--- src/hdl/lisp_token_scanner_macros.svh ---
// Assertion macros used by the scanner back end, lts_back.
// Each macro expects signals named clock and reset in the scope of use.
`ifndef LISP_TOKEN_SCANNER_MACROS_SVH
`define LISP_TOKEN_SCANNER_MACROS_SVH

// A property that must hold at every clock edge outside reset.
`define LTS_ASSERT_NOW(label, prop, msg) \
   label: assert property (@(posedge clock) disable iff (reset) (prop)) \
      else $error(msg);

// A consequence that must hold in the cycle after its antecedent.
`define LTS_ASSERT_NEXT(label, ante, cons, msg) \
   label: assert property (@(posedge clock) disable iff (reset) (ante) |=> (cons)) \
      else $error(msg);

`endif

--- src/hdl/lts_pkg.sv ---
package lts_pkg;

   localparam int LTS_LINE_BYTES = 256;
   // Both queue depths are powers of two so that the pointers wrap by themselves.
   localparam int MID_DEPTH = 4;
   localparam int OUT_DEPTH = 4;
   localparam int KW_COUNT = 7;

   typedef enum logic [3:0] {
      KIND_LPAREN = 4'd0,
      KIND_RPAREN = 4'd1,
      KIND_OPER   = 4'd2,
      KIND_INT    = 4'd3,
      KIND_DEC    = 4'd4,
      KIND_QUOTE  = 4'd5,
      KIND_STRING = 4'd6,
      KIND_SYMBOL = 4'd7,
      KIND_DEFUN  = 4'd8,
      KIND_BOOL   = 4'd9,
      KIND_IF     = 4'd10,
      KIND_SETQ   = 4'd11,
      KIND_END    = 4'd12
   } kind_type;

   typedef enum logic [3:0] {
      CLS_BLANK,
      CLS_LPAREN,
      CLS_RPAREN,
      CLS_ANGLE,
      CLS_OPER,
      CLS_EQUAL,
      CLS_MINUS,
      CLS_QUOTE,
      CLS_DQUOTE,
      CLS_SEMI,
      CLS_DIGIT,
      CLS_DOT,
      CLS_ALPHA,
      CLS_OTHER
   } cls_type;

   typedef struct packed {
      logic [7:0] text_byte;
      logic       line_end;
      logic       end_of_input;
   } req_type;

   typedef struct packed {
      logic [3:0] token_kind;
      logic [7:0] token_start;
      logic [7:0] token_length;
      logic       last_of_run;
   } rsp_type;

   // A classified item as it waits between the front and the back.
   typedef struct packed {
      logic [7:0] text_byte;
      cls_type    cls;
      logic       line_end;
      logic       end_of_input;
      logic [7:0] start_pos;
      logic [7:0] next_pos;
   } mid_type;

   // Keyword text, first character in the low byte, unused bytes zero.
   localparam logic [39:0] KW_TEXT [KW_COUNT] = '{
      40'h6E75666564,   // defun
      40'h0000000054,   // T
      40'h00004C494E,   // NIL
      40'h0000006669,   // if
      40'h0071746573,   // setq
      40'h0000646F6D,   // mod
      40'h0000007165    // eq
   };
   localparam logic [7:0] KW_LEN [KW_COUNT] = '{
      8'd5, 8'd1, 8'd3, 8'd2, 8'd4, 8'd3, 8'd2
   };
   localparam kind_type KW_KIND [KW_COUNT] = '{
      KIND_DEFUN, KIND_BOOL, KIND_BOOL, KIND_IF, KIND_SETQ, KIND_OPER, KIND_OPER
   };

endpackage

--- src/hdl/lisp_token_scanner.sv ---
// Streaming Lisp token scanner.
// Input channel: one source byte per item on req_data (text_byte, line_end,
// end_of_input), taken at a clock edge with push high and full low.
// Result channel: typed tokens on rsp_data (token_kind, token_start,
// token_length, last_of_run); the oldest token is shown while empty is low and
// is taken at a clock edge with pop high. One item causes zero, one or two
// tokens, and last_of_run marks the final token of an item.
// A byte passes the front into the mid queue; the scanner step in the back end
// then writes the token that it completes into the result queue, from which it
// can be popped. The back takes one item per cycle while the result queue has
// room for two tokens; the result side moves one token per cycle, so a byte
// that closes two tokens adds two entries to the result queue.
// A four-entry queue parts the classifying front from the scanner, and the
// scanner takes an item only while its four-entry result queue has room for
// two tokens. When the receiver stalls, both queues fill and full rises.
// Reset empties both queues, leaves the scanner idle between tokens and sets
// the line offset to zero. No clearing pass is needed after reset.
module lisp_token_scanner import lts_pkg::*; #(
   parameter int LINE_BYTES = LTS_LINE_BYTES
) (
   input  logic    clock,
   input  logic    reset,
   input  logic    push,
   input  req_type req_data,
   output logic    full,
   output logic    empty,
   input  logic    pop,
   output rsp_type rsp_data
);

   // Front to queue: classified items with their line offsets.
   logic    mid_push;
   logic    mid_full;
   mid_type mid_in;

   // Queue to back.
   logic    mid_pop;
   logic    mid_empty;
   mid_type mid_out;

   // The front classifies each byte and keeps the line offset, which depends
   // only on the sequence of line and input ends and so runs ahead of the scanner.
   lts_front #(
      .LINE_BYTES(LINE_BYTES)
   ) u_front (
      .clock    (clock),
      .reset    (reset),
      .push     (push),
      .req_data (req_data),
      .full     (full),
      .mid_push (mid_push),
      .mid_item (mid_in),
      .mid_full (mid_full)
   );

   lts_mid_queue u_mid_queue (
      .clock    (clock),
      .reset    (reset),
      .push     (mid_push),
      .item_in  (mid_in),
      .full     (mid_full),
      .pop      (mid_pop),
      .empty    (mid_empty),
      .item_out (mid_out)
   );

   // The back runs the token state machine and holds the result queue.
   lts_back u_back (
      .clock     (clock),
      .reset     (reset),
      .mid_item  (mid_out),
      .mid_empty (mid_empty),
      .mid_pop   (mid_pop),
      .rsp_pop   (pop),
      .rsp_empty (empty),
      .rsp_data  (rsp_data)
   );

endmodule

--- src/hdl/lts_front.sv ---
module lts_front import lts_pkg::*; #(
   parameter int LINE_BYTES = LTS_LINE_BYTES
) (
   input  logic    clock,
   input  logic    reset,
   input  logic    push,
   input  req_type req_data,
   output logic    full,
   output logic    mid_push,
   output mid_type mid_item,
   input  logic    mid_full
);

   localparam int PW = $clog2(LINE_BYTES);
   localparam logic [PW-1:0] POS_LAST = PW'(LINE_BYTES - 1);

   localparam logic [7:0] CH_SPACE  = 8'h20;
   localparam logic [7:0] CH_TAB    = 8'h09;
   localparam logic [7:0] CH_CR     = 8'h0D;
   localparam logic [7:0] CH_LF     = 8'h0A;
   localparam logic [7:0] CH_LPAREN = 8'h28;
   localparam logic [7:0] CH_RPAREN = 8'h29;
   localparam logic [7:0] CH_LESS   = 8'h3C;
   localparam logic [7:0] CH_MORE   = 8'h3E;
   localparam logic [7:0] CH_SLASH  = 8'h2F;
   localparam logic [7:0] CH_PLUS   = 8'h2B;
   localparam logic [7:0] CH_STAR   = 8'h2A;
   localparam logic [7:0] CH_EQUAL  = 8'h3D;
   localparam logic [7:0] CH_MINUS  = 8'h2D;
   localparam logic [7:0] CH_TICK   = 8'h27;
   localparam logic [7:0] CH_BTICK  = 8'h60;
   localparam logic [7:0] CH_DQUOTE = 8'h22;
   localparam logic [7:0] CH_SEMI   = 8'h3B;
   localparam logic [7:0] CH_DOT    = 8'h2E;

   function automatic cls_type classify(input logic [7:0] b);
      cls_type c;
      case (b) inside
         CH_SPACE, CH_TAB, CH_CR, CH_LF: c = CLS_BLANK;
         CH_LPAREN:                      c = CLS_LPAREN;
         CH_RPAREN:                      c = CLS_RPAREN;
         CH_LESS, CH_MORE:               c = CLS_ANGLE;
         CH_SLASH, CH_PLUS, CH_STAR:     c = CLS_OPER;
         CH_EQUAL:                       c = CLS_EQUAL;
         CH_MINUS:                       c = CLS_MINUS;
         CH_TICK, CH_BTICK:              c = CLS_QUOTE;
         CH_DQUOTE:                      c = CLS_DQUOTE;
         CH_SEMI:                        c = CLS_SEMI;
         CH_DOT:                         c = CLS_DOT;
         [8'h30:8'h39]:                  c = CLS_DIGIT;
         [8'h41:8'h5A], [8'h61:8'h7A]:   c = CLS_ALPHA;
         default:                        c = CLS_OTHER;
      endcase
      return c;
   endfunction

   logic [PW-1:0] pos_ff, pos_in;
   logic [31:0]   pos_wide;
   logic          accept;

   assign full     = mid_full;
   assign accept   = push && !mid_full;
   assign mid_push = accept;
   assign pos_wide = 32'(pos_ff);

   always_comb begin
      pos_in = pos_ff;
      if (accept) begin
         if (req_data.end_of_input || req_data.line_end) begin
            pos_in = '0;
         end else if (pos_ff != POS_LAST) begin
            pos_in = pos_ff + 1'b1;
         end
      end
   end

   always_comb begin
      mid_item.text_byte    = req_data.text_byte;
      mid_item.cls          = classify(req_data.text_byte);
      mid_item.line_end     = req_data.line_end;
      mid_item.end_of_input = req_data.end_of_input;
      mid_item.start_pos    = (pos_wide > 32'd255) ? 8'hFF : pos_wide[7:0];
      mid_item.next_pos     = (pos_wide >= 32'd255) ? 8'hFF : 8'(pos_wide + 32'd1);
   end

   always_ff @(posedge clock) begin
      if (reset) begin
         pos_ff <= '0;
      end else begin
         pos_ff <= pos_in;
      end
   end

endmodule

--- src/hdl/lts_mid_queue.sv ---
module lts_mid_queue import lts_pkg::*; (
   input  logic    clock,
   input  logic    reset,
   input  logic    push,
   input  mid_type item_in,
   output logic    full,
   input  logic    pop,
   output logic    empty,
   output mid_type item_out
);

   localparam int AW = $clog2(MID_DEPTH);

   mid_type       slot_ff [MID_DEPTH];
   logic [AW-1:0] wr_ptr_ff, wr_ptr_in;
   logic [AW-1:0] rd_ptr_ff, rd_ptr_in;
   logic [AW:0]   count_ff, count_in;
   logic          do_push, do_pop;

   assign full     = (count_ff == (AW + 1)'(MID_DEPTH));
   assign empty    = (count_ff == '0);
   assign do_push  = push && !full;
   assign do_pop   = pop && !empty;
   assign item_out = slot_ff[rd_ptr_ff];

   assign wr_ptr_in = do_push ? wr_ptr_ff + 1'b1 : wr_ptr_ff;
   assign rd_ptr_in = do_pop ? rd_ptr_ff + 1'b1 : rd_ptr_ff;
   assign count_in  = count_ff + (AW + 1)'(do_push) - (AW + 1)'(do_pop);

   always_ff @(posedge clock) begin
      if (reset) begin
         wr_ptr_ff <= '0;
         rd_ptr_ff <= '0;
         count_ff  <= '0;
      end else begin
         wr_ptr_ff <= wr_ptr_in;
         rd_ptr_ff <= rd_ptr_in;
         count_ff  <= count_in;
      end
   end

   always_ff @(posedge clock) begin
      if (do_push) begin
         slot_ff[wr_ptr_ff] <= item_in;
      end
   end

endmodule

--- src/hdl/lts_back.sv ---
`include "lisp_token_scanner_macros.svh"

module lts_back import lts_pkg::*; (
   input  logic    clock,
   input  logic    reset,
   input  mid_type mid_item,
   input  logic    mid_empty,
   output logic    mid_pop,
   input  logic    rsp_pop,
   output logic    rsp_empty,
   output rsp_type rsp_data
);

   localparam int QW = $clog2(OUT_DEPTH);
   localparam int CW = QW + 1;

   typedef enum logic [8:0] {
      MODE_IDLE    = 9'b000000001,
      MODE_LPAREN  = 9'b000000010,
      MODE_ANGLE   = 9'b000000100,
      MODE_MINUS   = 9'b000001000,
      MODE_INT     = 9'b000010000,
      MODE_DEC     = 9'b000100000,
      MODE_SYM     = 9'b001000000,
      MODE_STR     = 9'b010000000,
      MODE_COMMENT = 9'b100000000
   } mode_type;

   typedef struct packed {
      logic       v;
      logic [3:0] kind;
      logic [7:0] start;
      logic [7:0] len;
   } tok_type;

   function automatic tok_type mk_tok(input kind_type k, input logic [7:0] s,
                                      input logic [7:0] n);
      tok_type t;
      t.v     = 1'b1;
      t.kind  = k;
      t.start = s;
      t.len   = n;
      return t;
   endfunction

   function automatic logic [7:0] grow8(input logic [7:0] n);
      return (n == 8'hFF) ? n : n + 8'd1;
   endfunction

   function automatic kind_type sym_kind(input logic [39:0] ch, input logic [7:0] n,
                                         input logic lg);
      kind_type k;
      k = KIND_SYMBOL;
      for (int i = KW_COUNT - 1; i >= 0; i--) begin
         if (!lg && KW_LEN[i] == n && KW_TEXT[i] == ch) begin
            k = KW_KIND[i];
         end
      end
      return k;
   endfunction

   function automatic tok_type flush_tok(input mode_type m, input logic [7:0] s,
                                         input logic [7:0] n, input logic [39:0] ch,
                                         input logic lg);
      tok_type t;
      case (m)
         MODE_LPAREN:            t = mk_tok(KIND_LPAREN, s, 8'd1);
         MODE_ANGLE, MODE_MINUS: t = mk_tok(KIND_OPER, s, 8'd1);
         MODE_INT:               t = mk_tok(KIND_INT, s, n);
         MODE_DEC:               t = mk_tok(KIND_DEC, s, n);
         MODE_SYM:               t = mk_tok(sym_kind(ch, n, lg), s, n);
         MODE_STR:               t = mk_tok(KIND_STRING, s, n);
         default:                t = '0;
      endcase
      return t;
   endfunction

   // Scanner state.
   mode_type    mode_ff, mode_in, mode_m;
   logic [7:0]  start_ff, start_in, start_m;
   logic [7:0]  len_ff, len_in, len_m;
   logic [39:0] chars_ff, chars_in, chars_m;
   logic        long_ff, long_in, long_m;

   // Result queue.
   rsp_type     q_ff [OUT_DEPTH];
   logic [QW-1:0] wr_ptr_ff, wr_ptr_in, rd_ptr_ff, rd_ptr_in;
   logic [CW-1:0] count_ff, count_in;

   tok_type     tok_a, tok_b, tok_c, slot0, slot1;
   logic        do_start, take, rd;
   logic [1:0]  wr_n;
   rsp_type     res0, res1;
   logic [7:0]  c;
   logic        line_done, end_last;

   assign c         = mid_item.text_byte;
   // Take an item only when the result queue can hold both tokens it may cause.
   assign take      = !mid_empty && (count_ff <= CW'(OUT_DEPTH - 2));
   assign mid_pop   = take;
   assign rsp_empty = (count_ff == '0);
   assign rd        = rsp_pop && !rsp_empty;
   assign rsp_data  = q_ff[rd_ptr_ff];

   always_comb begin
      tok_a    = '0;
      tok_b    = '0;
      tok_c    = '0;
      mode_m   = mode_ff;
      start_m  = start_ff;
      len_m    = len_ff;
      chars_m  = chars_ff;
      long_m   = long_ff;
      do_start = 1'b0;
      if (mid_item.end_of_input) begin
         tok_a  = flush_tok(mode_ff, start_ff, len_ff, chars_ff, long_ff);
         tok_c  = mk_tok(KIND_END, 8'd0, 8'd0);
         mode_m = MODE_IDLE;
      end else begin
         case (mode_ff)
            MODE_IDLE: begin
               do_start = 1'b1;
            end
            MODE_LPAREN: begin
               if (mid_item.cls == CLS_RPAREN) begin
                  tok_a  = mk_tok(KIND_BOOL, start_ff, 8'd2);
                  mode_m = MODE_IDLE;
               end else begin
                  tok_a    = mk_tok(KIND_LPAREN, start_ff, 8'd1);
                  do_start = 1'b1;
               end
            end
            MODE_ANGLE: begin
               if (mid_item.cls == CLS_EQUAL) begin
                  tok_a  = mk_tok(KIND_OPER, start_ff, 8'd2);
                  mode_m = MODE_IDLE;
               end else begin
                  tok_a    = mk_tok(KIND_OPER, start_ff, 8'd1);
                  do_start = 1'b1;
               end
            end
            MODE_MINUS: begin
               if (mid_item.cls == CLS_DIGIT) begin
                  len_m  = grow8(len_ff);
                  mode_m = MODE_INT;
               end else begin
                  tok_a    = mk_tok(KIND_OPER, start_ff, 8'd1);
                  do_start = 1'b1;
               end
            end
            MODE_INT: begin
               if (mid_item.cls == CLS_DIGIT) begin
                  len_m = grow8(len_ff);
               end else if (mid_item.cls == CLS_DOT) begin
                  len_m  = grow8(len_ff);
                  mode_m = MODE_DEC;
               end else begin
                  tok_a    = mk_tok(KIND_INT, start_ff, len_ff);
                  do_start = 1'b1;
               end
            end
            MODE_DEC: begin
               if (mid_item.cls == CLS_DIGIT) begin
                  len_m = grow8(len_ff);
               end else begin
                  tok_a    = mk_tok(KIND_DEC, start_ff, len_ff);
                  do_start = 1'b1;
               end
            end
            MODE_SYM: begin
               if (mid_item.cls == CLS_DIGIT || mid_item.cls == CLS_ALPHA) begin
                  // Only the first five characters are kept for keyword matching.
                  for (int i = 0; i < 5; i++) begin
                     if (len_ff == 8'(i)) begin
                        chars_m[8*i +: 8] = c;
                     end
                  end
                  if (len_ff >= 8'd5) begin
                     long_m = 1'b1;
                  end
                  len_m = grow8(len_ff);
               end else begin
                  tok_a    = mk_tok(sym_kind(chars_ff, len_ff, long_ff), start_ff, len_ff);
                  do_start = 1'b1;
               end
            end
            MODE_STR: begin
               if (mid_item.cls == CLS_DQUOTE) begin
                  tok_a  = mk_tok(KIND_STRING, start_ff, len_ff);
                  mode_m = MODE_IDLE;
               end else begin
                  len_m = grow8(len_ff);
               end
            end
            MODE_COMMENT: begin
               mode_m = MODE_COMMENT;
            end
            default: begin
               mode_m = MODE_IDLE;
            end
         endcase

         if (do_start) begin
            mode_m  = MODE_IDLE;
            start_m = mid_item.start_pos;
            len_m   = 8'd1;
            chars_m = '0;
            long_m  = 1'b0;
            case (mid_item.cls)
               CLS_BLANK:           mode_m = MODE_IDLE;
               CLS_LPAREN:          mode_m = MODE_LPAREN;
               CLS_RPAREN:          tok_b  = mk_tok(KIND_RPAREN, mid_item.start_pos, 8'd1);
               CLS_ANGLE:           mode_m = MODE_ANGLE;
               CLS_OPER, CLS_EQUAL: tok_b  = mk_tok(KIND_OPER, mid_item.start_pos, 8'd1);
               CLS_MINUS:           mode_m = MODE_MINUS;
               CLS_QUOTE:           tok_b  = mk_tok(KIND_QUOTE, mid_item.start_pos, 8'd1);
               CLS_DQUOTE: begin
                  mode_m  = MODE_STR;
                  start_m = mid_item.next_pos;
                  len_m   = 8'd0;
               end
               CLS_SEMI:            mode_m = MODE_COMMENT;
               CLS_DIGIT:           mode_m = MODE_INT;
               default: begin
                  mode_m  = MODE_SYM;
                  chars_m = {32'd0, c};
               end
            endcase
         end

         if (mid_item.line_end) begin
            tok_c  = flush_tok(mode_m, start_m, len_m, chars_m, long_m);
            mode_m = MODE_IDLE;
         end
      end
   end

   // At most two of the three candidate tokens are ever valid together.
   always_comb begin
      slot0 = tok_a.v ? tok_a : (tok_b.v ? tok_b : tok_c);
      if (tok_a.v) begin
         slot1 = tok_b.v ? tok_b : tok_c;
      end else begin
         slot1 = tok_b.v ? tok_c : '0;
      end
      wr_n = take ? (2'(slot0.v) + 2'(slot1.v)) : 2'd0;

      res0.token_kind   = slot0.kind;
      res0.token_start  = slot0.start;
      res0.token_length = slot0.len;
      res0.last_of_run  = !slot1.v;
      res1.token_kind   = slot1.kind;
      res1.token_start  = slot1.start;
      res1.token_length = slot1.len;
      res1.last_of_run  = 1'b1;
   end

   always_comb begin
      mode_in   = take ? mode_m : mode_ff;
      start_in  = take ? start_m : start_ff;
      len_in    = take ? len_m : len_ff;
      chars_in  = take ? chars_m : chars_ff;
      long_in   = take ? long_m : long_ff;
      wr_ptr_in = wr_ptr_ff + QW'(wr_n);
      rd_ptr_in = rd ? rd_ptr_ff + 1'b1 : rd_ptr_ff;
      count_in  = count_ff + CW'(wr_n) - CW'(rd);
   end

   always_ff @(posedge clock) begin
      if (reset) begin
         mode_ff   <= MODE_IDLE;
         wr_ptr_ff <= '0;
         rd_ptr_ff <= '0;
         count_ff  <= '0;
      end else begin
         mode_ff   <= mode_in;
         wr_ptr_ff <= wr_ptr_in;
         rd_ptr_ff <= rd_ptr_in;
         count_ff  <= count_in;
      end
   end

   always_ff @(posedge clock) begin
      start_ff <= start_in;
      len_ff   <= len_in;
      chars_ff <= chars_in;
      long_ff  <= long_in;
      if (wr_n != 2'd0) begin
         q_ff[wr_ptr_ff] <= res0;
      end
      if (wr_n == 2'd2) begin
         q_ff[wr_ptr_ff + 1'b1] <= res1;
      end
   end

   // The end token, when present, is the final token written for its item.
   assign line_done = take && (mid_item.line_end || mid_item.end_of_input);
   assign end_last  = slot1.v ? (slot1.kind == KIND_END) : (slot0.v && slot0.kind == KIND_END);

   `LTS_ASSERT_NOW(a_count_bound, count_ff <= CW'(OUT_DEPTH), "result queue overflow")
   `LTS_ASSERT_NEXT(a_idle_after_line, line_done, mode_ff == MODE_IDLE, "scanner not idle")
   `LTS_ASSERT_NOW(a_end_last, (take && mid_item.end_of_input) |-> end_last, "end not last")
   `LTS_ASSERT_NEXT(a_result_visible, wr_n != 2'd0, !rsp_empty, "written token not visible")

endmodule

--- config.mk ---
export PLATFORM = sky130hd
export DESIGN_NAME = lisp_token_scanner
export DESIGN_NICKNAME = d
export VERILOG_FILES = /design/src/hdl/lts_pkg.sv /design/src/hdl/lisp_token_scanner.sv /design/src/hdl/lts_front.sv /design/src/hdl/lts_mid_queue.sv /design/src/hdl/lts_back.sv
export VERILOG_INCLUDE_DIRS = /design/src /design/src/hdl
export SDC_FILE = /design/constraint.sdc
export NUM_CORES = 1
export LEC_CHECK = 0
export BUFFER_PORTS_ARGS = -buffer_cell sky130_fd_sc_hd__buf_4
export CAP_MARGIN = 20
export CORE_AREA = 2 2 166 168
export CTS_BUF_LIST = sky130_fd_sc_hd__clkbuf_2 sky130_fd_sc_hd__clkbuf_4 sky130_fd_sc_hd__clkbuf_8
export CTS_CLUSTER_SIZE = 10
export DETAILED_ROUTE_END_ITERATION = 8
export DIE_AREA = 0 0 168 170
export GPL_TIMING_DRIVEN = 1
export PLACE_DENSITY = 0.78
export SLEW_MARGIN = 10
export SYNTH_ARGS = -nofsm -noshare
export SYNTH_HDL_FRONTEND = slang
export SYNTH_SLANG_ARGS = --single-unit
--- constraint.sdc ---
create_clock -name clock -period 14.54 [get_ports clock]
set_clock_uncertainty 0.2 [all_clocks]
set_input_delay 1.454 -clock clock [delete_from_list [all_inputs] [get_ports clock]]
set_output_delay 1.454 -clock clock [all_outputs]
set_load 0.03 [all_outputs]
==> key figures, run 1 <==
Clock network
  – Clk_lat worst skew: ~0.58 ns
  – Clock root cell: clkbuf_8
  – CTS tree: yes
  – CTS sink cnt: 296
  – # hold bufs at CTS: 0
  – CTS resizes: 0
  – CTS Buf Count: 48
  – Post-CTS Setup Bufs: 0
  – Worst-path clk slew: about 0.070 ns
  – CTS Buffer Depth: 3
  – H-Tree Depth: 2

Placed design
  – Placed Area: 16,300 um2
  – Final HPWL DP: roughly 28,000 um
  – Worst slack, placed: just over 7 ns
  – IO buf count: 36
  – GP Congestion: ~1

Route
  – DR vias: 11,900
  – First-pass iteration count of the detailed router: 9
  – Met3 WL: about 4000 um
  – Drt wl/cell: between 20 and 25 um
  – DRC Markers: 0
  – First DRT Iteration DRCs: roughly 1,500
  – Met1 wire length: ~17,000 um
  – Top layer reached by signal wires: met4
  – Vias per cell: 6.63
  – Final wirelength: a little over 40,000 um
  – Routed wl met2: 18,100 um
  – Antenna viol nets, final: 0

Setup path
  – CP endpoint kind: flip-flop
  – Worst setup SP type: flip-flop
  – Setup CP Type: flip-flop to flip-flop
  – Worst R2R Setup Slack: ~7.1 ns
  – Critical path fanouts, max: 30
  – CP peak stage delay: 1.06 ns
  – Critical path's slowest cell: nand2_1
  – Buf+Inv Stages, Crit Path: 4
  – Req. time, crit path: roughly 15 ns
  – Reg2Reg Depth: 18
  – CP arrival: about 7.5 ns
  – Crit. path cell count: 18
  – Delay-heaviest family, CP: simple AND/OR/NAND/NOR gates
  – Worst-path cell chain: buf_4 -> mux4_2 -> xnor2_1 -> buf_4 -> o21ai_1 -> nand4_1 -> nor2_2 -> buf_4 -> o221a_2 -> o2111ai_1 -> a21o_1 -> o21ai_0 -> inv_1 -> ha_1 -> nand2_1 -> nand2_1 -> nand3_1 -> nand2_1

Global route
  – GRT Util Overall: ~28%
  – First-pass GRT wire length: roughly 63,000 um
  – Number of global-route vias before repair: between 10,000 and 15,000
  – Largest net degree at the start of global routing: 54
  – Initial antenna violation count: 0
  – Gr ovfl total: 0

Timing
  – RSZ-0062 raised after global routing: false
  – Pins Over Slew Limit: 0
  – Fmax achieved: roughly 130 MHz
  – Worst Hold Slack: 0.264 ns
  – TNS Setup: 0 ns
  – Slew headroom: about a quarter
  – Final Cycle Share: between 50% and 60%
  – Actual slew at the worst max-slew pin: 1.11 ns
  – Final setup margin: slightly above 7 ns
  – Fin crit period: around 7.4 ns
  – Hold Vio Cnt, Final: 0
  – Setup-failing EPs final: 0

Floorplan
  – CORE AREA: 26,700 um2
  – Die height: 170 um
  – Width of the die: ~170 um
  – Number of I/O pins: 37
  – Die ar.: about 29,000 um2
  – Starting density of the core: approximately three fifths
  – Num rows: 60

Yosys
  – Top cells by area, synth: edfxtp_1, mux4_2, dfxtp_1, nor2_1, mux2i_1
  – Yosys top cell by area: edfxtp_1
  – Post-synth EDFFs: between 200 and 300
  – Avg Inst Size Synth: roughly 11 um2
  – Synthesis Warnings: 0
  – Cell area after synthesis: between 15,000 and 20,000 um2
  – Post-synthesis register bit count: ~300
  – Ys async rst share: 0%
  – Top-area cell type share of the netlist area: between 40% and 50%
  – Synthesized netlist cell count: between 1,000 and 1,500
  – Post-synthesis sequential area ratio: between 50% and 60%
  – Unique masters post-synth: slightly above 80
  – Post-Synthesis Net Count: between 1,000 and 1,500
  – Top_reg_cell synth: edfxtp_1

Power and ir drop
  – Pwr dens: between 150 and 200 nW/um2
  – Leakage: 5.69 nW
  – Power, Total: 3.39 mW
  – Max IR drop VDD: around 0.1 mV

Job
  – Max Cap Viol: 0

Cells and area
  – Fill cells: around 2,000
  – Final Cell Area: between 15,000 and 20,000 um2
  – Nets: roughly 1,400
  – Inserted Diodes: 0
  – Layout cells sized above 1: 15.8%
  – Synth-to-layout area growth: 9.91%

Min path
  – Hold path startpoint: u_back.q_ff[1][0]
  – Hold Crit Class: flip-flop to flip-flop
  – Hold Crit Depth: 1

Run status
  – Run status: finished clean
[layout make-up]
type / count / area [um2] / area share, %
inverter: 34 / 128 / 0.735
timing repair buffer: 54 / 413 / 2.38
sequential: 296 / 8500 / 49.0
clock buffer: 62 / 797 / 4.59
clock inverter: 27 / 236 / 1.36
tap: 341 / 427 / 2.46
multi-input combinational: 974 / 6850 / 39.5
[worst register-to-register path: cells and delay by family (launching register included)]
| family | cells | cell delay, ns |
|---|---|---|
| simple gates | 6 | 2.82 |
| flops | 1 | 0.32 |
| mux | 1 | 0.78 |
| xor+xnor | 1 | 0.20 |
| compound gates | 5 | 1.33 |
| buf+inv | 4 | 1.13 |
| fa+ha+maj | 1 | 0.31 |
[metal layers]
| metal | GRT usage, % | vias up |
|---|---|---|
| met3 | 5.79 | 131 |
| met2 | 43.8 | 671 |
| met4 | 10.3 | 0 |
| met1 | 40.6 | 5649 |
| li1 | - | 5401 |
| met5 | 0 | - |
[stage by stage]
| stage | std cells | utilization [%] |
|---|---|---|
| global route | 1788 | 65.1 |
| global placement | 1698 | 61.2 |
| CTS | 1787 | 65.0 |
| finish | 1788 | 65.1 |
| detailed placement | 1698 | 61.2 |
| floorplan | 1382 | - |
[sequential cells by signal, summed over array words and instances (netlist names), named ones only]
register,cells
u_mid_queue.slot_ff,120
u_back.q_ff,84
u_back.chars_ff,40
u_back.mode_ff,9
u_back.len_ff,8
u_back.start_ff,8
u_front.pos_ff,8
u_back.count_ff,3
u_mid_queue.count_ff,3
u_back.rd_ptr_ff,2
u_back.wr_ptr_ff,2
u_mid_queue.rd_ptr_ff,2
u_mid_queue.wr_ptr_ff,2
u_back.long_ff,1
[cells by family (layout without fill, tap and decap cells)]
kind of cell	after synthesis	after routing	share of synthesized area [%]
AND/OR/NAND/NOR	545	545	18.2
flip-flops	296	296	53.8
AO/OA/AOI/OAI	284	284	11.7
buffers and inverters	112	177	2.92
multiplexers	100	100	10.4
XOR/XNOR	26	26	1.44
adder cells (fa/ha/maj)	19	19	1.60
[worst paths after layout]
check,end
worst max-delay path,u_back.q_ff[3][13]
worst min-delay path,u_back.q_ff[1][0]
worst max register to register,u_back.q_ff[3][13]
worst min register to register,u_back.q_ff[1][0]
[power by group]
group          total (mW)  switching (mW)  internal (mW)  leakage (nW)
Combinational        1.32           0.870          0.449          2.47
Sequential           1.29           0.131           1.16          2.69
Clock               0.773           0.341          0.432         0.538
Total                3.39            1.34           2.04          5.69
[layout by cell type (no fill, tap or decap), types with 8 or more instances in the layout]
master / instances
nand4_1: 19
or3_1: 11
o21ai_1: 11
clkbuf_8: 53
clkbuf_4: 9
ha_1: 17
and3_1: 11
inv_1: 32
and2_1: 12
nor2b_1: 18
buf_4: 53
nand3_1: 42
mux4_2: 51
nand2b_1: 24
a21oi_1: 61
mux2i_1: 47
nor3_1: 31
xnor2_1: 18
clkinv_1: 15
nand2_1: 123
o22ai_1: 43
nor3b_1: 8
a22oi_1: 31
nor2_1: 152
or2_2: 8
xor2_1: 8
nor4_1: 29
edfxtp_1: 257
a21o_1: 9
a31oi_1: 18
dfxtp_1: 38
o21ai_0: 45
[Yosys cell counts (all sizes together), types with 31 or more instances]
library cell,n
edfxtp,257
nor2,154
nand2,124
a21oi,63
o21ai,57
clkbuf,56
mux4,51
mux2i,47
o22ai,43
nand3,42
dfxtp,39
nor4,37
nor3,33
inv,32
a22oi,31
(Power assumes the default switching activity.)
==> run 2: changes to the inputs <==
- clock period: 14.54 -> 7.6 ns (I/O delays scaled with it)
==> key figures, run 2 (synthesis results as in run 1) <==
Placed design
  – Placed Area: 16,300 um2 (+0.19%)
  – GP Congestion: 1.00 (+0.88%)
  – Final HPWL DP: 28,800 um (+3.5%)
  – IO buf count: 36 (unchanged)

Floorplan
  – Width of the die: 168 um (unchanged)
  – Num rows: 60 (unchanged)
  – CORE AREA: 26,700 um2 (unchanged)
  – Die ar.: 28,600 um2 (unchanged)
  – Die height: 170 um (unchanged)
  – Number of I/O pins: 37 (unchanged)
  – Starting density of the core: 59.2% (unchanged)

Setup path
  – CP arrival: 6.97 ns (-0.48 ns)
  – Req. time, crit path: 7.87 ns (-6.67 ns)
  – Buf+Inv Stages, Crit Path: 4 (unchanged)
  – Setup CP Type: flip-flop to flip-flop
  – Critical path's slowest cell: nand2_1
  – Worst-path cell chain: buf_4 -> mux4_2 -> inv_1 -> a32oi_1 -> o21a_1 -> nor2_2 -> buf_4 -> o221a_2 -> o2111ai_1 -> a21o_1 -> o21ai_0 -> inv_1 -> ha_1 -> nand2_1 -> nand2_1 -> nand2_1 -> nand2_1 -> o22a_1
  – CP peak stage delay: 0.78 ns (-0.28 ns)
  – Top cell by count, worst path: nand2_1
  – Worst setup SP type: flip-flop
  – Critical path fanouts, max: 34 (+13%)
  – Delay-heaviest family, CP: compound AO/OA/AOI/OAI gates
  – CP endpoint kind: flip-flop

Clock network
  – CTS Buffer Depth: 3 (unchanged)
  – H-Tree Depth: 2 (unchanged)
  – CTS sink cnt: 296 (unchanged)
  – CTS resizes: 0 (unchanged)
  – # hold bufs at CTS: 0 (unchanged)
  – Worst-path clk slew: 0.06 ns (about the same)
  – CTS Buf Count: 46 (-4.2%)
  – Post-CTS Setup Bufs: 0 (unchanged)
  – Clk_lat worst skew: 0.59 ns (about the same)
  – Clock root cell: clkbuf_8
  – CTS tree: yes

Global route
  – GRT Util Overall: 28.8% (+0.37 points)
  – Gr ovfl total: 0 (unchanged)
  – Largest net degree at the start of global routing: 58 (+7.4%)
  – First-pass GRT wire length: 63,700 um (+1.5%)
  – Initial antenna violation count: 0 (unchanged)
  – Number of global-route vias before repair: 11,200 (+0.95%)

Run status
  – Run status: finished clean

Cells and area
  – Largest register FFs: 120 (unchanged)
  – Biggest register: u_mid_queue.slot_ff
  – Final Cell Area: 17,300 um2 (-0.31%)
  – Nets: 1,441 (unchanged)
  – Synth-to-layout area growth: 9.56%
  – Most frequent cells in the layout: edfxtp_1, nor2_1, nand2_1
  – Layout Utilization: 64.9% (-0.20 points)
  – Layout cells sized above 1: 16.3% (+0.44 points)
  – Inserted Diodes: 0 (unchanged)
  – Biggest regs: u_mid_queue.slot_ff (120), u_back.q_ff (84), u_back.chars_ff (40)
  – Most common cell after layout, fill and taps aside: edfxtp_1

Power and ir drop
  – Sequential share of power: 39.0% (+0.8 points)
  – Clock power share: 21.7% (-1.1 points)
  – Power, Total: 6.39 mW (+89%)
  – Internal: 3.85 mW (+89%)
  – Sw Ratio: 39.7% (about the same)
  – Pwr dens: 369 nW/um2 (+89%)
  – Leakage: 5.68 nW (-0.27%)
  – Max IR drop VDD: 0.159 mV (+59%)
  – Logic pwr share: 39.4% (+0.4 points)
  – Switching Power: 2.53 mW (+89%)

Route
  – Vias per cell: 6.61 (-0.22%)
  – Final wirelength: 40,900 um (+1.0%)
  – DR vias: 11,800 (-0.33%)
  – Drt wl/cell: 22.9 um (+1.1%)
  – Antenna viol nets, final: 0 (unchanged)
  – First-pass iteration count of the detailed router: 6 (-3)
  – First DRT Iteration DRCs: 1,421 (-2.1%)
  – DRC Markers: 0 (unchanged)

Job
  – Max Cap Viol: 0 (unchanged)

Timing
  – Pins Over Slew Limit: 0 (unchanged)
  – Actual slew at the worst max-slew pin: 1.08 ns (-0.0291 ns)
  – Worst Hold Slack: 0.204 ns (-0.0599 ns)
  – Fin crit period: 6.70 ns (-0.748 ns)
  – Slew headroom: 26.8% (+1.3 points)
  – TNS Setup: 0 ns (unchanged)
  – RSZ-0062 raised after global routing: false
  – Hold Vio Cnt, Final: 0 (unchanged)
  – Setup-failing EPs final: 0 (unchanged)
  – Fmax achieved: 149 MHz (+11%)
  – Final Cycle Share: 88.2% (+37 points)

Min path
  – Hold Crit Class: input port to flip-flop
## run 2: power groups by stage
| stage | clock (mW) | combinational, mW | sequential (mW) |
|---|---|---|---|
| after floorplan | 0 | 1.82 | 2.39 |
| after global placement | 0 | 2.43 | 2.50 |
| after detailed placement | 0 | 2.47 | 2.51 |
| after CTS | 1.40 | 2.48 | 2.48 |
| after global routing | 1.46 | 2.71 | 2.53 |
| final | 1.38 | 2.51 | 2.49 |
## run 2: metal layers
metal	track usage, %	wire [um]	up-vias	part of all wire [%]
met1	41.0	17200	5686	42
met2	44.7	18500	642	45
li1	-	-	5385	-
met5	0	0	-	0
met4	9.64	1220	0	3.0
met3	6.07	4010	100	9.8
## run 2: final timing paths
kind / end / start / slack, ns / cells past startpoint
setup / recovery: u_back.q_ff[1][0] / flip-flop / 0.90 / 18
hold / removal: u_mid_queue.slot_ff[3][17] / req_data[1] / 0.20 / 1
setup reg to reg: u_back.q_ff[1][0] / flip-flop / 0.90 / 18
hold reg to reg: u_back.q_ff[0][0] / u_back.q_ff[0][0] / 0.26 / 1
## run 2: area by class of cell
type | instances | area [um2]
fill | 2042 | 9350
sequential | 296 | 8500
multi-input combinational | 974 | 6860
clock buffer | 74 | 881
tap | 341 | 427
timing repair buffer | 56 | 423
inverter | 34 | 128
clock inverter | 11 | 83.8
## run 2: per-stage QoR
step | std cells | setup slack (ns)
after CTS | 1786 | 0.918
final | 1786 | 0.899
after global routing | 1786 | 0.349
after global placement | 1699 | 1.12
after detailed placement | 1701 | 0.939
after floorplan | 1382 | 2.40
==> run 3: changes to the inputs <==
- PLACE_DENSITY: 0.78 -> 0.8
==> key figures, run 3 (synthesis results as in run 1) <==
Run status
  – Run status: finished clean

Cells and area
  – Most frequent cells in the layout: edfxtp_1, nor2_1, nand2_1
  – Synth-to-layout area growth: 9.40%
  – Inserted Diodes: 0 (unchanged)
  – Largest register FFs: 120 (unchanged)
  – Layout cells sized above 1: 16.0% (-0.29 points)
  – Biggest register: u_mid_queue.slot_ff
  – Most common cell after layout, fill and taps aside: edfxtp_1
  – Biggest regs: u_mid_queue.slot_ff (120), u_back.q_ff (84), u_back.chars_ff (40)
  – Nets: 1,448 (+0.49%)
  – Final Cell Area: 17,300 um2 (-0.15%)

Setup path
  – Delay-heaviest family, CP: simple AND/OR/NAND/NOR gates
  – Setup CP Type: flip-flop to flip-flop
  – Top cell by count, worst path: nand2_1
  – CP peak stage delay: 0.80 ns (+0.02 ns)
  – CP endpoint kind: flip-flop
  – Critical path fanouts, max: 24 (-29%)
  – Worst R2R Setup Slack: 0.79 ns (-0.10 ns)
  – Buf+Inv Stages, Crit Path: 3 (-1)
  – Critical path's slowest cell: nand2_1
  – Req. time, crit path: 7.85 ns (-0.02 ns)
  – CP arrival: 7.06 ns (+0.09 ns)
  – Worst-path cell chain: mux4_2 -> xnor2_1 -> buf_4 -> o21ai_1 -> nand4_1 -> nor2_2 -> buf_4 -> a31oi_1 -> o2111ai_1 -> a21o_1 -> o21ai_0 -> inv_1 -> ha_1 -> nand2_1 -> nand2_1 -> nand2_1 -> nand2_1 -> o22a_1
  – Worst setup SP type: flip-flop

Global route
  – Number of global-route vias before repair: 11,500 (+1.8%)
  – Gr ovfl total: 0 (unchanged)
  – Initial antenna violation count: 0 (unchanged)
  – First-pass GRT wire length: 65,300 um (+2.6%)
  – Largest net degree at the start of global routing: 58 (unchanged)
  – GRT Util Overall: 29.4% (+0.58 points)

Clock network
  – Worst-path clk slew: 0.06 ns (about the same)
  – H-Tree Depth: 2 (unchanged)
  – Post-CTS Setup Bufs: 0 (unchanged)
  – CTS Buf Count: 48 (+4.3%)
  – Clk_lat worst skew: 0.58 ns (about the same)
  – CTS Buffer Depth: 3 (unchanged)
  – # hold bufs at CTS: 0 (unchanged)
  – Clock root cell: clkbuf_8
  – CTS resizes: 0 (unchanged)
  – CTS tree: yes
  – CTS sink cnt: 296 (unchanged)

Power and ir drop
  – Pwr dens: 368 nW/um2 (-0.22%)
  – Leakage: 5.67 nW (-0.10%)
  – Max IR drop VDD: 0.207 mV (+31%)

Placed design
  – Placed Area: 16,300 um2 (about the same)
  – Final HPWL DP: 29,000 um (+0.69%)
  – IO buf count: 36 (unchanged)
  – Worst slack, placed: 0.906 ns (-0.0329 ns)
  – GP Congestion: 1.03 (+3.4%)

Floorplan
  – Die height: 170 um (unchanged)
  – CORE AREA: 26,700 um2 (unchanged)
  – Width of the die: 168 um (unchanged)
  – Starting density of the core: 59.2% (unchanged)
  – Number of I/O pins: 37 (unchanged)
  – Die ar.: 28,600 um2 (unchanged)
  – Num rows: 60 (unchanged)

Route
  – DR vias: 12,100 (+2.2%)
  – Final wirelength: 41,600 um (+1.8%)
  – Drt wl/cell: 23.3 um (+1.7%)
  – First DRT Iteration DRCs: 1,430 (+0.63%)
  – DRC Markers: 0 (unchanged)
  – First-pass iteration count of the detailed router: 8 (+2)
  – Antenna viol nets, final: 0 (unchanged)
  – Vias per cell: 6.75 (+2.1%)

Timing
  – Pins Over Slew Limit: 0 (unchanged)
  – Setup-failing EPs final: 0 (unchanged)
  – Hold Vio Cnt, Final: 0 (unchanged)
  – Actual slew at the worst max-slew pin: 1.05 ns (-0.0290 ns)
  – Fmax achieved: 147 MHz (-1.5%)
  – Final Cycle Share: 89.5% (+1.4 points)
  – TNS Setup: 0 ns (unchanged)
  – Fin crit period: 6.81 ns (+0.104 ns)
  – Slew headroom: 29.2% (+2.4 points)
  – Final setup margin: 0.795 ns (-0.104 ns)
  – RSZ-0062 raised after global routing: false

Job
  – Max Cap Viol: 0 (unchanged)

Min path
  – Hold Crit Class: input port to flip-flop
[run 3: changes by cell type in the layout (fill, tap and decap cells not counted), sizes merged]
cell and change:
clkinv +7, clkbuf -11, buf +6, clkdlybuf4s18 -1
[run 3: cell type report]
| class | count | area [um2] |
|---|---|---|
| Sequential cell | 296 | 8500 |
| Clock inverter | 18 | 119 |
| Inverter | 34 | 128 |
| Fill cell | 2019 | 9380 |
| Timing Repair Buffer | 61 | 475 |
| Tap cell | 341 | 427 |
| Multi-Input combinational cell | 974 | 6850 |
| Clock buffer | 63 | 779 |
[run 3: per-layer routing]
metal	track usage (%)	vias up	wire [um]
li1	-	5400	-
met1	42.5	5884	17000
met2	45.9	682	19200
met3	5.70	102	4340
met4	8.39	0	1070
met5	0	-	0
[run 3: worst paths after layout]
check	start	end	depth (start not counted)
worst max-delay path	flip-flop	u_back.q_ff[0][0]	18
worst min-delay path	req_data[0]	u_mid_queue.slot_ff[1][16]	1
worst max register to register	flip-flop	u_back.q_ff[0][0]	18
worst min register to register	u_back.q_ff[1][0]	u_back.q_ff[1][0]	1
[run 3: where the power goes]
group          switching, mW  internal [mW]
Clock                  0.623          0.701
Sequential             0.285           2.23
Combinational           1.66          0.871
Total                   2.57           3.80
[run 3: metrics by stage]
step | hold slack [ns] | power (mW) | std cells | utilization [%]
finish | 0.211 | 6.36 | 1787 | 64.8
global route | 0.197 | 6.67 | 1787 | 64.8
CTS | 0.178 | 6.33 | 1784 | 64.7
detailed placement | 0.254 | 5.00 | 1703 | 61.3
global placement | 0.240 | 4.93 | 1703 | 61.3
floorplan | 0.231 | 4.21 | 1382 | -
